<file path="src/hdl/dlb_skid.sv">
// ----------------------------------------------------------------------------
// dlb_skid
// Two-entry output buffer: an output register plus a skid register that
// catches a beat taken during a stall; input is not ready while it is full.
// ----------------------------------------------------------------------------
`timescale 1ns / 1ps

module dlb_skid #(
  parameter int unsigned WIDTH = 13
) (
  input  logic             clk_i,
  input  logic             rst_ni,
  input  logic             in_valid_i,
  output logic             in_ready_o,
  input  logic [WIDTH-1:0] in_data_i,
  output logic             out_valid_o,
  input  logic             out_ready_i,
  output logic [WIDTH-1:0] out_data_o
);

  logic             out_valid_q;
  logic             skid_valid_q;
  logic [WIDTH-1:0] main_q;
  logic [WIDTH-1:0] skid_q;
  logic             in_fire;
  logic             out_fire;

  assign in_ready_o = !skid_valid_q;
  assign in_fire    = in_valid_i && !skid_valid_q;
  assign out_fire   = out_valid_q && out_ready_i;

  // Control: refill from skid first, else take the new beat.
  always_ff @(posedge clk_i or negedge rst_ni) begin
    if (!rst_ni) begin
      out_valid_q  <= 1'b0;
      skid_valid_q <= 1'b0;
    end else if (skid_valid_q) begin
      if (out_fire) begin
        skid_valid_q <= 1'b0;
      end
    end else if (in_fire) begin
      if (out_valid_q && !out_ready_i) begin
        skid_valid_q <= 1'b1;
      end else begin
        out_valid_q <= 1'b1;
      end
    end else if (out_fire) begin
      out_valid_q <= 1'b0;
    end
  end

  // Payload: no reset needed.
  always_ff @(posedge clk_i) begin
    if (skid_valid_q) begin
      if (out_fire) begin
        main_q <= skid_q;
      end
    end else if (in_fire) begin
      if (out_valid_q && !out_ready_i) begin
        skid_q <= in_data_i;
      end else begin
        main_q <= in_data_i;
      end
    end
  end

  assign out_valid_o = out_valid_q;
  assign out_data_o  = main_q;

endmodule

</file>
<file path="config.mk">
export PLATFORM = sky130hd
export DESIGN_NAME = dlb_skid
export DESIGN_NICKNAME = d
export VERILOG_FILES = /design/src/hdl/dlb_skid.sv
export SDC_FILE = /design/constraint.sdc
export NUM_CORES = 1
export LEC_CHECK = 0
export ABC_AREA = 1
export BUFFER_PORTS_ARGS = -buffer_cell sky130_fd_sc_hd__buf_2
export CAP_MARGIN = 20
export CORE_UTILIZATION = 53
export CTS_CLUSTER_SIZE = 20
export DETAILED_ROUTE_END_ITERATION = 10
export PLACE_DENSITY = 0.93
export SYNTH_ARGS = -nofsm -noshare
export SYNTH_HDL_FRONTEND = slang
export SYNTH_SLANG_ARGS = --single-unit
</file>
<file path="constraint.sdc">
create_clock -name clk_i -period 3.9 [get_ports clk_i]
set_input_delay 0.39 -clock clk_i [delete_from_list [all_inputs] [get_ports clk_i]]
set_output_delay 0.39 -clock clk_i [all_outputs]
set_load 0.01 [all_outputs]
</file>
Word-level counts from Yosys, hierarchy flattened
Index checks and enable logic that the tools add are counted.

storage, ports and cells
  input port bits = 17
  flip-flop bits (word level) = 28

operators by class
  bitwise logic cells = 1
  eq/ne operators = 3
  multiplexer cells = 11
  reduce and logical (&&, ||, !) cells = 10

operator list
  cell                  count
  $mux W13              4
  $reduce_and A3 Y1     3
  $mux W1               7
  $ne A2 B2 Y1 const B  2
  $reduce_bool A2 Y1    2
  $logic_and A1 B1 Y1   3
  $logic_not A1 Y1      2
  $ne A2 B1 Y1 const B  1
  $not A1 Y1            1

Logic depth before layout (Yosys ltp)
Gate-level depths: netlist of the first run.

  depth in word-level cells = 5
  gate-level depth with buffers = 5
  mapped depth without buffers = 4

Worst setup path before layout of the first run
No wires, ideal clock.

  path type = reg-to-reg
  from = register skid_valid_q
  to = register main_q[0] (netlist: out_data_o[0]), enable pin
  data arrival time = 1283 ps
  buffers on the path = 1
  slack = 2230 ps
  data required time = 3513 ps
  library setup time = 387 ps
  clock period less this slack = 1670 ps
  stages on the path, launching flop included = 5
  path through = dfrtp_1 buf_6 inv_8 nand2_1 a21oi_1

between the ends
  cells in the longest elaborated chain, start to end = 4
  elaborated cells on any way between the ends = 6

RTL lines
  item                                  line  RTL
  start, declared                       22    logic skid_valid_q;
  start signal, assigned                36    skid_valid_q <= 1'b0;
  start signal, assigned                39    skid_valid_q <= 1'b0;
  start signal, assigned                43    skid_valid_q <= 1'b1;
  $logic_not A1 Y1                      29    assign in_fire = in_valid_i && !skid_valid_q;
  $logic_and A1 B1 Y1                   29
  $reduce_bool A2 Y1 (no source line)   -
  $reduce_and A3 Y1 (no source line) *  -
  end signal, assigned                  56    main_q <= skid_q;
  end signal, assigned                  62    main_q <= in_data_i;
  end, declared                         23    logic [WIDTH-1:0] main_q;

Mark *: on every way between the ends. The rest lies on a longest branch, timed or not.
A chain may end at the register's enable or synchronous reset.

Final worst setup path of the first run
  from = register skid_valid_q
  to = register main_q[10] (netlist: out_data_o[10]), enable pin

Same word-level chain as after synthesis.

==> results of run 1 <==
==> registers in the layout (all words and copies together) (netlist names) <==
signal / count
out_data_o: 13
skid_q: 13
out_valid_o: 1
skid_valid_q: 1
==> cell usage in the layout (no fill, tap or decap) <==
cell type      count
nand2_1           43
edfxtp_1          26
nor2_1             2
a21oi_1            1
nand2_2            3
buf_2             31
dlygate4sd3_1      1
nand3_1            1
inv_1              4
inv_8              1
bufinv_16          1
buf_4              1
dfrtp_1            2
clkbuf_4           3
==> cells in the mapped netlist, drive strengths merged <==
cell,number,area (um^2)
nand2,46,180
edfxtp,26,781
inv,5,26.3
buf,2,22.5
dfrtp,2,50.1
nor2,2,7.51
a21oi,1,5.00
clkbuf,1,13.8
nand3,1,5.00
==> worst max-delay path, cell delays in order, from the launching register on <==
cell     delay, ns
dfrtp_1       0.79
nand2_1       0.16
a21oi_1       0.44
buf_4         0.27
==> worst max path at each step <==
stage                                       from                       end  cells after the start
after floorplan           skid_valid_q$_DFF_PN0_   out_data_o[0]$_DFFE_PP_                      4
final                     skid_valid_q$_DFF_PN0_  out_data_o[10]$_DFFE_PP_                      3
after global placement    skid_valid_q$_DFF_PN0_   out_data_o[8]$_DFFE_PP_                      2
after global routing      skid_valid_q$_DFF_PN0_  out_data_o[10]$_DFFE_PP_                      3
after CTS                 skid_valid_q$_DFF_PN0_  out_data_o[10]$_DFFE_PP_                      2
after detailed placement  skid_valid_q$_DFF_PN0_   out_data_o[0]$_DFFE_PP_                      2
==> cell type report <==
cell class,instances,area share
clock buffers,3,0.0171
clock inverters,1,0.0229
multi-input cells,50,0.150
inverters,5,0.0200
repair buffers,33,0.131
well taps,27,0.0257
flip-flops and latches,28,0.632
==> routing by layer <==
layer / up-vias / global-route usage / routed length, um
met5: - / 0 / 0
met4: 0 / 0.131 / 59
met3: 8 / 0.0231 / 87
met2: 29 / 0.323 / 960
met1: 335 / 0.202 / 681
li1: 348 / - / -
==> power groups by stage <==
| stage | clock, mW | sequential [mW] | combinational, mW |
|---|---|---|---|
| floorplan | 0 | 0.497 | 0.165 |
| global placement | 0 | 0.488 | 0.225 |
| detailed placement | 0 | 0.492 | 0.238 |
| CTS | 0.186 | 0.485 | 0.241 |
| global route | 0.193 | 0.494 | 0.277 |
| finish | 0.186 | 0.482 | 0.246 |
==> stage by stage <==
stage | std cells | utilization | instance area (um^2)
6_report | 147 | 0.677 | 1310
5_1_grt | 147 | 0.677 | 1310
4_1_cts | 146 | 0.673 | 1310
3_5_place_dp | 141 | 0.640 | 1240
3_3_place_gp | 141 | 0.640 | 1240
2_1_floorplan | 86 | - | 1090
==> cell families after synthesis <==
logic type	Yosys count	share of synthesized area
buf+inv	8	0.0573
flops	28	0.761
simple gates	49	0.177
compound gates	1	0.00458
==> flow_summary.ini, run 1 <==
[status]
outcome = finished clean

[cts]
cts_tree = yes
root_buffer = clkbuf_4
hold_buffers = 1
post_cts_buffers = 0
cts_resized = 0
cts_buffer_depth = 2
clk-insertion-delay-late_ns = 0.33
path_clk_slew_ns = 0.14
cts_num_sinks = 28
htreeDepth = 1
cts_inserted_buffers = 3

[timing]
worst_slew_pin_slew_ns = 0.653
skew_ns = 0.00917
rsz0062_at_grt = false
min_period_ns = 1.93
slew_violations = 0
hold_viol = 0
holdWs_ns = 0.238
fin_crit_sh = 0.494
fmax_ghz = 0.519
slew_headroom = 0.565
finalSetupViolCount = 0
worst_slack_ns = 1.97
finalSetupTns_ns = 0

[worst_setup_path]
crit_path_end_kind = flip-flop
worstReg2RegStart = skid_valid_q$_DFF_PN0_
critPathKind = flip-flop to flip-flop
crit_fanout = 17
arrival_ns = 1.98
worstReg2RegEnd = out_data_o[10]$_DFFE_PP_
reg2reg_slack_ns = 1.97
crit_required_ns = 3.95
r2r_cells = 3
start_kind = flip-flop

[final_layout]
fin_nets = 138
syn_to_final_growth_pct = 20.4
multi_input_area_um2 = 198
n_antenna_cell = 0
drive_gt1_frac = 0.333
regArea_um2 = 831
fill_cells = 138

[power]
p_per_area_nw_per_um2 = 696
pwr-share-seq = 0.527
leakage_nw = 0.598
clkPwrFrac = 0.204
switching_share = 0.313
cell_internal_pwr_mw = 0.628
power_frac_comb = 0.269
total_power_mw = 0.914
max-vdd-ir-drop_uv = 508
p_switching_mw = 0.286

[placed_design]
io_buffers = 31
place_hpwl_um = 1280
place_congestion = 0.633
preCtsSetupSlack_ns = 1.61

[global_routing]
grt_start_max_net_pins = 18
grt_pass1_vias = 668
grt_pass1_wl_um = 2680
grt_overflow_total = 0
grt_antenna_before_repair = 0
grtUsageTotal = 0.183

[floorplanning]
die_w_um = 47.4
core_area_um2 = 1940
die-area_um2 = 2240
rows = 16
start_util = 0.562
die-height_um = 47.4
ioPinCount = 32

[routing]
drcViolationCount = 0
vias = 720
totalWireLength_um = 1790
drt-pass1-iter-count = 4
vias_per_cell = 4.90
postRouteAntennaNets = 0
drt_iter0_markers = 26
post_drt_wl_per_cell_um = 12.2

[synthesis]
ys_warn_count = 0
synthCells = 86
syn_area_um2 = 1090
synth.avg_cell_area_um2 = 12.7
ys_types = 11
ys_ff_latch = 28
synthesis.nets = 103
ys_seq_area_frac = 0.761

[hold_path]
hp-class = input port to flip-flop
min_from = in_data_i[8]
hold_depth = 1
min_delay_worst_endpoint = skid_q[8]$_DFFE_PP_

[flow_run]
drv_cap = 0
No activity file was read; power rests on OpenSTA's default activity.
==> run 2: changes to the inputs <==
Settings changed: ABC_AREA 1 to 0, CORE_UTILIZATION 53 to 44, PLACE_DENSITY 0.93 to 0.83.
Clock period 3.9 ns to 1.6 ns, I/O delays scaled along.
==> run 2 against run 1 <==
  * Global-route usage is 3.6 points lower
  * Sequential power increased by 140%
  * First-iteration DRC count down 46%
  * Sequential share of layout area shrank 3.4 points
  * Critical path depth is the same
  * Clock power grew 54%
  * Critical path type unchanged
  * Highest routed layer unchanged
==> flow_summary.ini, run 2 <==
[timing]
hold_viol = 0
skew_ns = 0.00268
finalSetupTns_ns = 0
finalSetupViolCount = 0
min_period_ns = 1.38
holdWs_ns = 0.0209
worst_slack_ns = 0.221
worst_slew_pin_slew_ns = 0.246
fin_crit_sh = 0.862
fmax_ghz = 0.725
slew_violations = 0
rsz0062_at_grt = false
slew_headroom = 0.836

[power]
p_switching_mw = 0.651
switching_share = 0.289
pwr-share-seq = 0.507
clkPwrFrac = 0.127
cell_internal_pwr_mw = 1.60
leakage_nw = 0.562
p_per_area_nw_per_um2 = 1620
max-vdd-ir-drop_uv = 962
total_power_mw = 2.25
power_frac_comb = 0.365

[synthesis]
syn_area_um2 = 1090
synth-compound-area-share = 0.0218
ys_types = 14
synthAdderAreaFrac = 0
synth_area_leader_cell = edfxtp_1
synthMuxAreaShare = 0.159
synth.avg_cell_area_um2 = 20.5
ys_warn_count = 0
synth_commonest_cells = 26 x edfxtp_1, 7 x mux2_4, 6 x mux2_2
yosys.area_share.simple = 0.0207
ys_top_cells_by_area = edfxtp_1 72%, mux2_4 9.7%, mux2_2 6.2%
yosysMostFrequentCell = edfxtp_1
async_reset_ff_frac = 0.0714
synthXorXnorAreaFrac = 0
ys_ff_latch = 28
synth_top_family_by_area = multiplexers
ys.flop_type = edfxtp_1
synth_enable_flop_cells = 26
synthesis.nets = 70
ys_seq_area_frac = 0.763
synth_top_cell_area_share = 0.717
synthCells = 53

[worst_setup_path]
worstReg2RegStart = skid_valid_q$_DFF_PN0_
crit_path_end_kind = flip-flop
critPathKind = flip-flop to flip-flop
arrival_ns = 1.43
crit_fanout = 13
start_kind = flip-flop
r2r_cells = 3
crit_required_ns = 1.65
crit_start = skid_valid_q$_DFF_PN0_

[status]
outcome = finished clean

[global_routing]
grt_pass1_wl_um = 2650
grt_antenna_before_repair = 0
grt_start_max_net_pins = 16
grtUsageTotal = 0.148
grt_overflow_total = 0
grt_pass1_vias = 578

[placed_design]
io_buffers = 31
place_hpwl_um = 1320
place_congestion = 0.664
postPlaceCellArea_um2 = 1320
preCtsSetupSlack_ns = 0.225
place_inst = 115

[cts]
htreeDepth = 1
cts_tree = yes
clk-insertion-delay-late_ns = 0.32
path_clk_slew_ns = 0.14
root_buffer = clkbuf_4
cts_buffer_depth = 2
cts_inserted_buffers = 3
cts_num_sinks = 28

[final_layout]
fin_nets = 113
final_common_cell = buf_2
drive_gt1_frac = 0.568
postLayoutCoreUtil = 0.610
fin_cells = 123
syn_to_final_growth_pct = 27.5
final_cell_mix = 31 x buf_2, 26 x edfxtp_1, 7 x mux2_4, 6 x mux2_2, 4 x dlygate4sd3_1
n_antenna_cell = 0
fin_area_um2 = 1390

[routing]
totalWireLength_um = 1740
drcViolationCount = 0
postRouteAntennaNets = 0
vias_per_cell = 4.91
vias = 604
drt_iter0_markers = 14
post_drt_wl_per_cell_um = 14.1
drt-pass1-iter-count = 2

[flow_run]
drv_cap = 0

[floorplanning]
rows = 17
die_w_um = 51.7
start_util = 0.478
core_area_um2 = 2280
ioPinCount = 32
die-area_um2 = 2680
die-height_um = 51.7

[hold_path]
min_from = in_data_i[9]
hp-class = input port to flip-flop
hold_depth = 1
==> run 2: changes by cell type in the layout (fill, tap and decap cells not counted), moves of 2 or more <==
| cell | delta |
|---|---|
| nor2_1 | -2 |
| nand2_2 | -3 |
| inv_1 | -2 |
| nand2_1 | -42 |
| mux2_4 | +7 |
| buf_4 | +2 |
| buf_12 | +2 |
| dlygate4sd3_1 | +3 |
| mux2_2 | +6 |
==> run 2: worst paths after layout <==
check | endpoint | slack, ns
max | out_data_o[8]$_DFFE_PP_ | 0.22
min | skid_q[9]$_DFFE_PP_ | 0.02
max reg2reg | out_data_o[8]$_DFFE_PP_ | 0.22
min reg2reg | skid_valid_q$_DFF_PN0_ | 0.56
max in group asynchronous | out_valid_o$_DFFE_PN0P_ | 1.37
min in group asynchronous | skid_valid_q$_DFF_PN0_ | 0.14
==> run 2: what timing repair did <==
action                    CTS  global route
resized for setup           0             0
hold buffers                1             3
hold endpoints to repair    2             3
setup buffers               0             0
==> run 2: cells by family after synthesis <==
kind of cell | count (synthesis)
buffers and inverters | 4
AO/OA/AOI/OAI | 4
multiplexers | 13
flip-flops | 28
AND/OR/NAND/NOR | 4
==> run 2: metal layers <==
metal,global-route usage,part of all wire,vias to the layer above,wire length (um)
met3,0.0292,0.040,5,69
met2,0.234,0.50,20,866
li1,-,-,288,-
met4,0.0946,0.024,0,41
met5,0,0,-,0
met1,0.184,0.44,291,760
==> run 2: power groups by stage <==
| stage | clock network [mW] | registers [mW] | logic (mW) |
|---|---|---|---|
| after global routing | 0.328 | 1.16 | 0.883 |
| after global placement | 0 | 1.15 | 0.800 |
| after floorplan | 0 | 1.21 | 0.468 |
| after CTS | 0.293 | 1.15 | 0.831 |
| after detailed placement | 0 | 1.16 | 0.827 |
| final | 0.287 | 1.14 | 0.823 |
==> run 2: final cells by class <==
class                           count  area, um^2
Fill cell                         185         888
Timing Repair Buffer               40         258
Sequential cell                    28         831
Clock buffer                        4        26.3
Multi-Input combinational cell     21         230
Inverter                            2        7.51
Tap cell                           28        35.0
==> run 2: worst max-delay path: stages, from the launching register on <==
cell	delay (ns)
dfrtp_1	0.49
nand2b_1	0.24
a2bb2oi_2	0.22
buf_12	0.16
==> run 3: changes to the inputs <==
Settings changed: BUFFER_PORTS_ARGS -buffer_cell sky130_fd_sc_hd__buf_2 to -buffer_cell sky130_fd_sc_hd__clkbuf_2.
==> run 3 against run 2 <==
  * Worst setup slack gained 0.034 ns
  * Global-route usage shrank 1.0 points
  * Clock power grew 14%
  * Register-to-register slack gained 0.03 ns
  * Hold slack gained 0.0072 ns
  * Non-clock buffer count shrank 3
  * Via count shrank 3.6%
  * Core utilization shrank 0.88 points
  * Critical path type unchanged
==> flow_summary.ini, run 3 (synthesis results as in run 2) <==
[worst_setup_path]
crit_required_ns = 1.65
path_buf_inv = 1
critPathKind = flip-flop to flip-flop
crit_path_end_kind = flip-flop
path_cells = nand2b_1 > a2bb2oi_2 > buf_12
max_stage_delay_ns = 0.48
critPathSlowestCell = dfrtp_1
start_kind = flip-flop
arrival_ns = 1.39
crit_fanout = 13
critPathTopFamily = flip-flops

[final_layout]
final_common_cell = clkbuf_2
drive_gt1_frac = 0.598
multi_input_area_um2 = 230
final_cell_mix = 31 x clkbuf_2, 26 x edfxtp_1, 7 x mux2_4, 6 x mux2_2
regArea_um2 = 831
fill_cells = 159
fin_nets = 110
n_antenna_cell = 0
fin_cells = 120
syn_to_final_growth_pct = 25.6

[cts]
post_cts_buffers = 0
cts_num_sinks = 28
cts_tree = yes
clk-insertion-delay-late_ns = 0.32
cts_resized = 0
cts_inserted_buffers = 3
cts_buffer_depth = 2
htreeDepth = 1
root_buffer = clkbuf_4
path_clk_slew_ns = 0.14

[power]
leakage_nw = 0.563
p_per_area_nw_per_um2 = 1670
total_power_mw = 2.28
max-vdd-ir-drop_uv = 1000

[global_routing]
grtUsageTotal = 0.137
grt_overflow_total = 0
grt_pass1_vias = 572
grt_pass1_wl_um = 2500
grt_start_max_net_pins = 16
grt_antenna_before_repair = 0

[routing]
postRouteAntennaNets = 0
drt-pass1-iter-count = 4
vias_per_cell = 4.85
totalWireLength_um = 1590
drt_iter0_markers = 17
drcViolationCount = 0
vias = 582
post_drt_wl_per_cell_um = 13.2

[status]
outcome = finished clean

[placed_design]
place_hpwl_um = 1250
place_congestion = 0.658
preCtsSetupSlack_ns = 0.267
io_buffers = 31
place_inst = 115

[timing]
worst_slack_ns = 0.255
rsz0062_at_grt = false
hold_viol = 0
fmax_ghz = 0.743
min_period_ns = 1.35
slew_violations = 0
slew_headroom = 0.843
skew_ns = 0.00546
finalSetupViolCount = 0
worst_slew_pin_slew_ns = 0.236
fin_crit_sh = 0.841

[flow_run]
drv_cap = 0

[floorplanning]
die-area_um2 = 2680
die-height_um = 51.7
ioPinCount = 32
rows = 17
start_util = 0.478
die_w_um = 51.7
core_area_um2 = 2280

[hold_path]
hp-class = input port to flip-flop
-- run 3: changes by cell type in the layout (fill, tap and decap cells not counted) --
cell           delta
buf_2            -31
clkbuf_8          +1
clkbuf_1          -1
dlygate4sd3_1     -3
clkbuf_2         +31
-- run 3: timing repair --
item	4_1_cts	5_1_grt
setup endpoints to repair	0	0
hold buffers	1	0
endpoints found under the hold margin	2	0
-- run 3: final cells by class --
type,count,area share
timing repair buffer,37,0.167
tap,28,0.0256
multi-input combinational,21,0.168
clock buffer,4,0.0265
inverter,2,0.00549
sequential,28,0.608
-- run 3: through the flow --
step / area (um^2) / utilization / hold slack, ns / TNS [ns]
2_1_floorplan: 1100 / - / -0.136 / -0.156
3_3_place_gp: 1320 / 0.581 / -0.0556 / 0
3_5_place_dp: 1320 / 0.581 / -0.0523 / 0
4_1_cts: 1370 / 0.601 / 0.0230 / 0
5_1_grt: 1370 / 0.601 / 0.00141 / 0
6_report: 1370 / 0.601 / 0.0281 / 0
-- run 3: layer usage --
metal  routed length, um  up-vias  global-route usage
met5                   0        -                   0
met4                  38        0              0.0946
met3                  75        6              0.0292
met2                 816       23               0.210
met1                 656      270               0.174
li1                    -      283                   -
-- run 3: path summary, 6_finish.rpt --
path | startpoint | to | slack (ns) | cells past startpoint
worst min-delay path | in_data_i[3] | skid_q[3]$_DFFE_PP_ | 0.03 | 1
max in group asynchronous | rst_ni | skid_valid_q$_DFF_PN0_ | 1.38 | 2
min in group asynchronous | rst_ni | out_valid_o$_DFFE_PN0P_ | 0.13 | 2
worst max-delay path | skid_valid_q$_DFF_PN0_ | out_data_o[5]$_DFFE_PP_ | 0.25 | 3
worst min register to register | out_valid_o$_DFFE_PN0P_ | skid_valid_q$_DFF_PN0_ | 0.54 | 1
worst max register to register | skid_valid_q$_DFF_PN0_ | out_data_o[5]$_DFFE_PP_ | 0.25 | 3
-- run 3: power by group --
group	leakage [nW]	internal, mW	switching (mW)
Clock	0.0210	0.139	0.188
Sequential	0.266	1.06	0.0802
Combinational	0.277	0.436	0.375
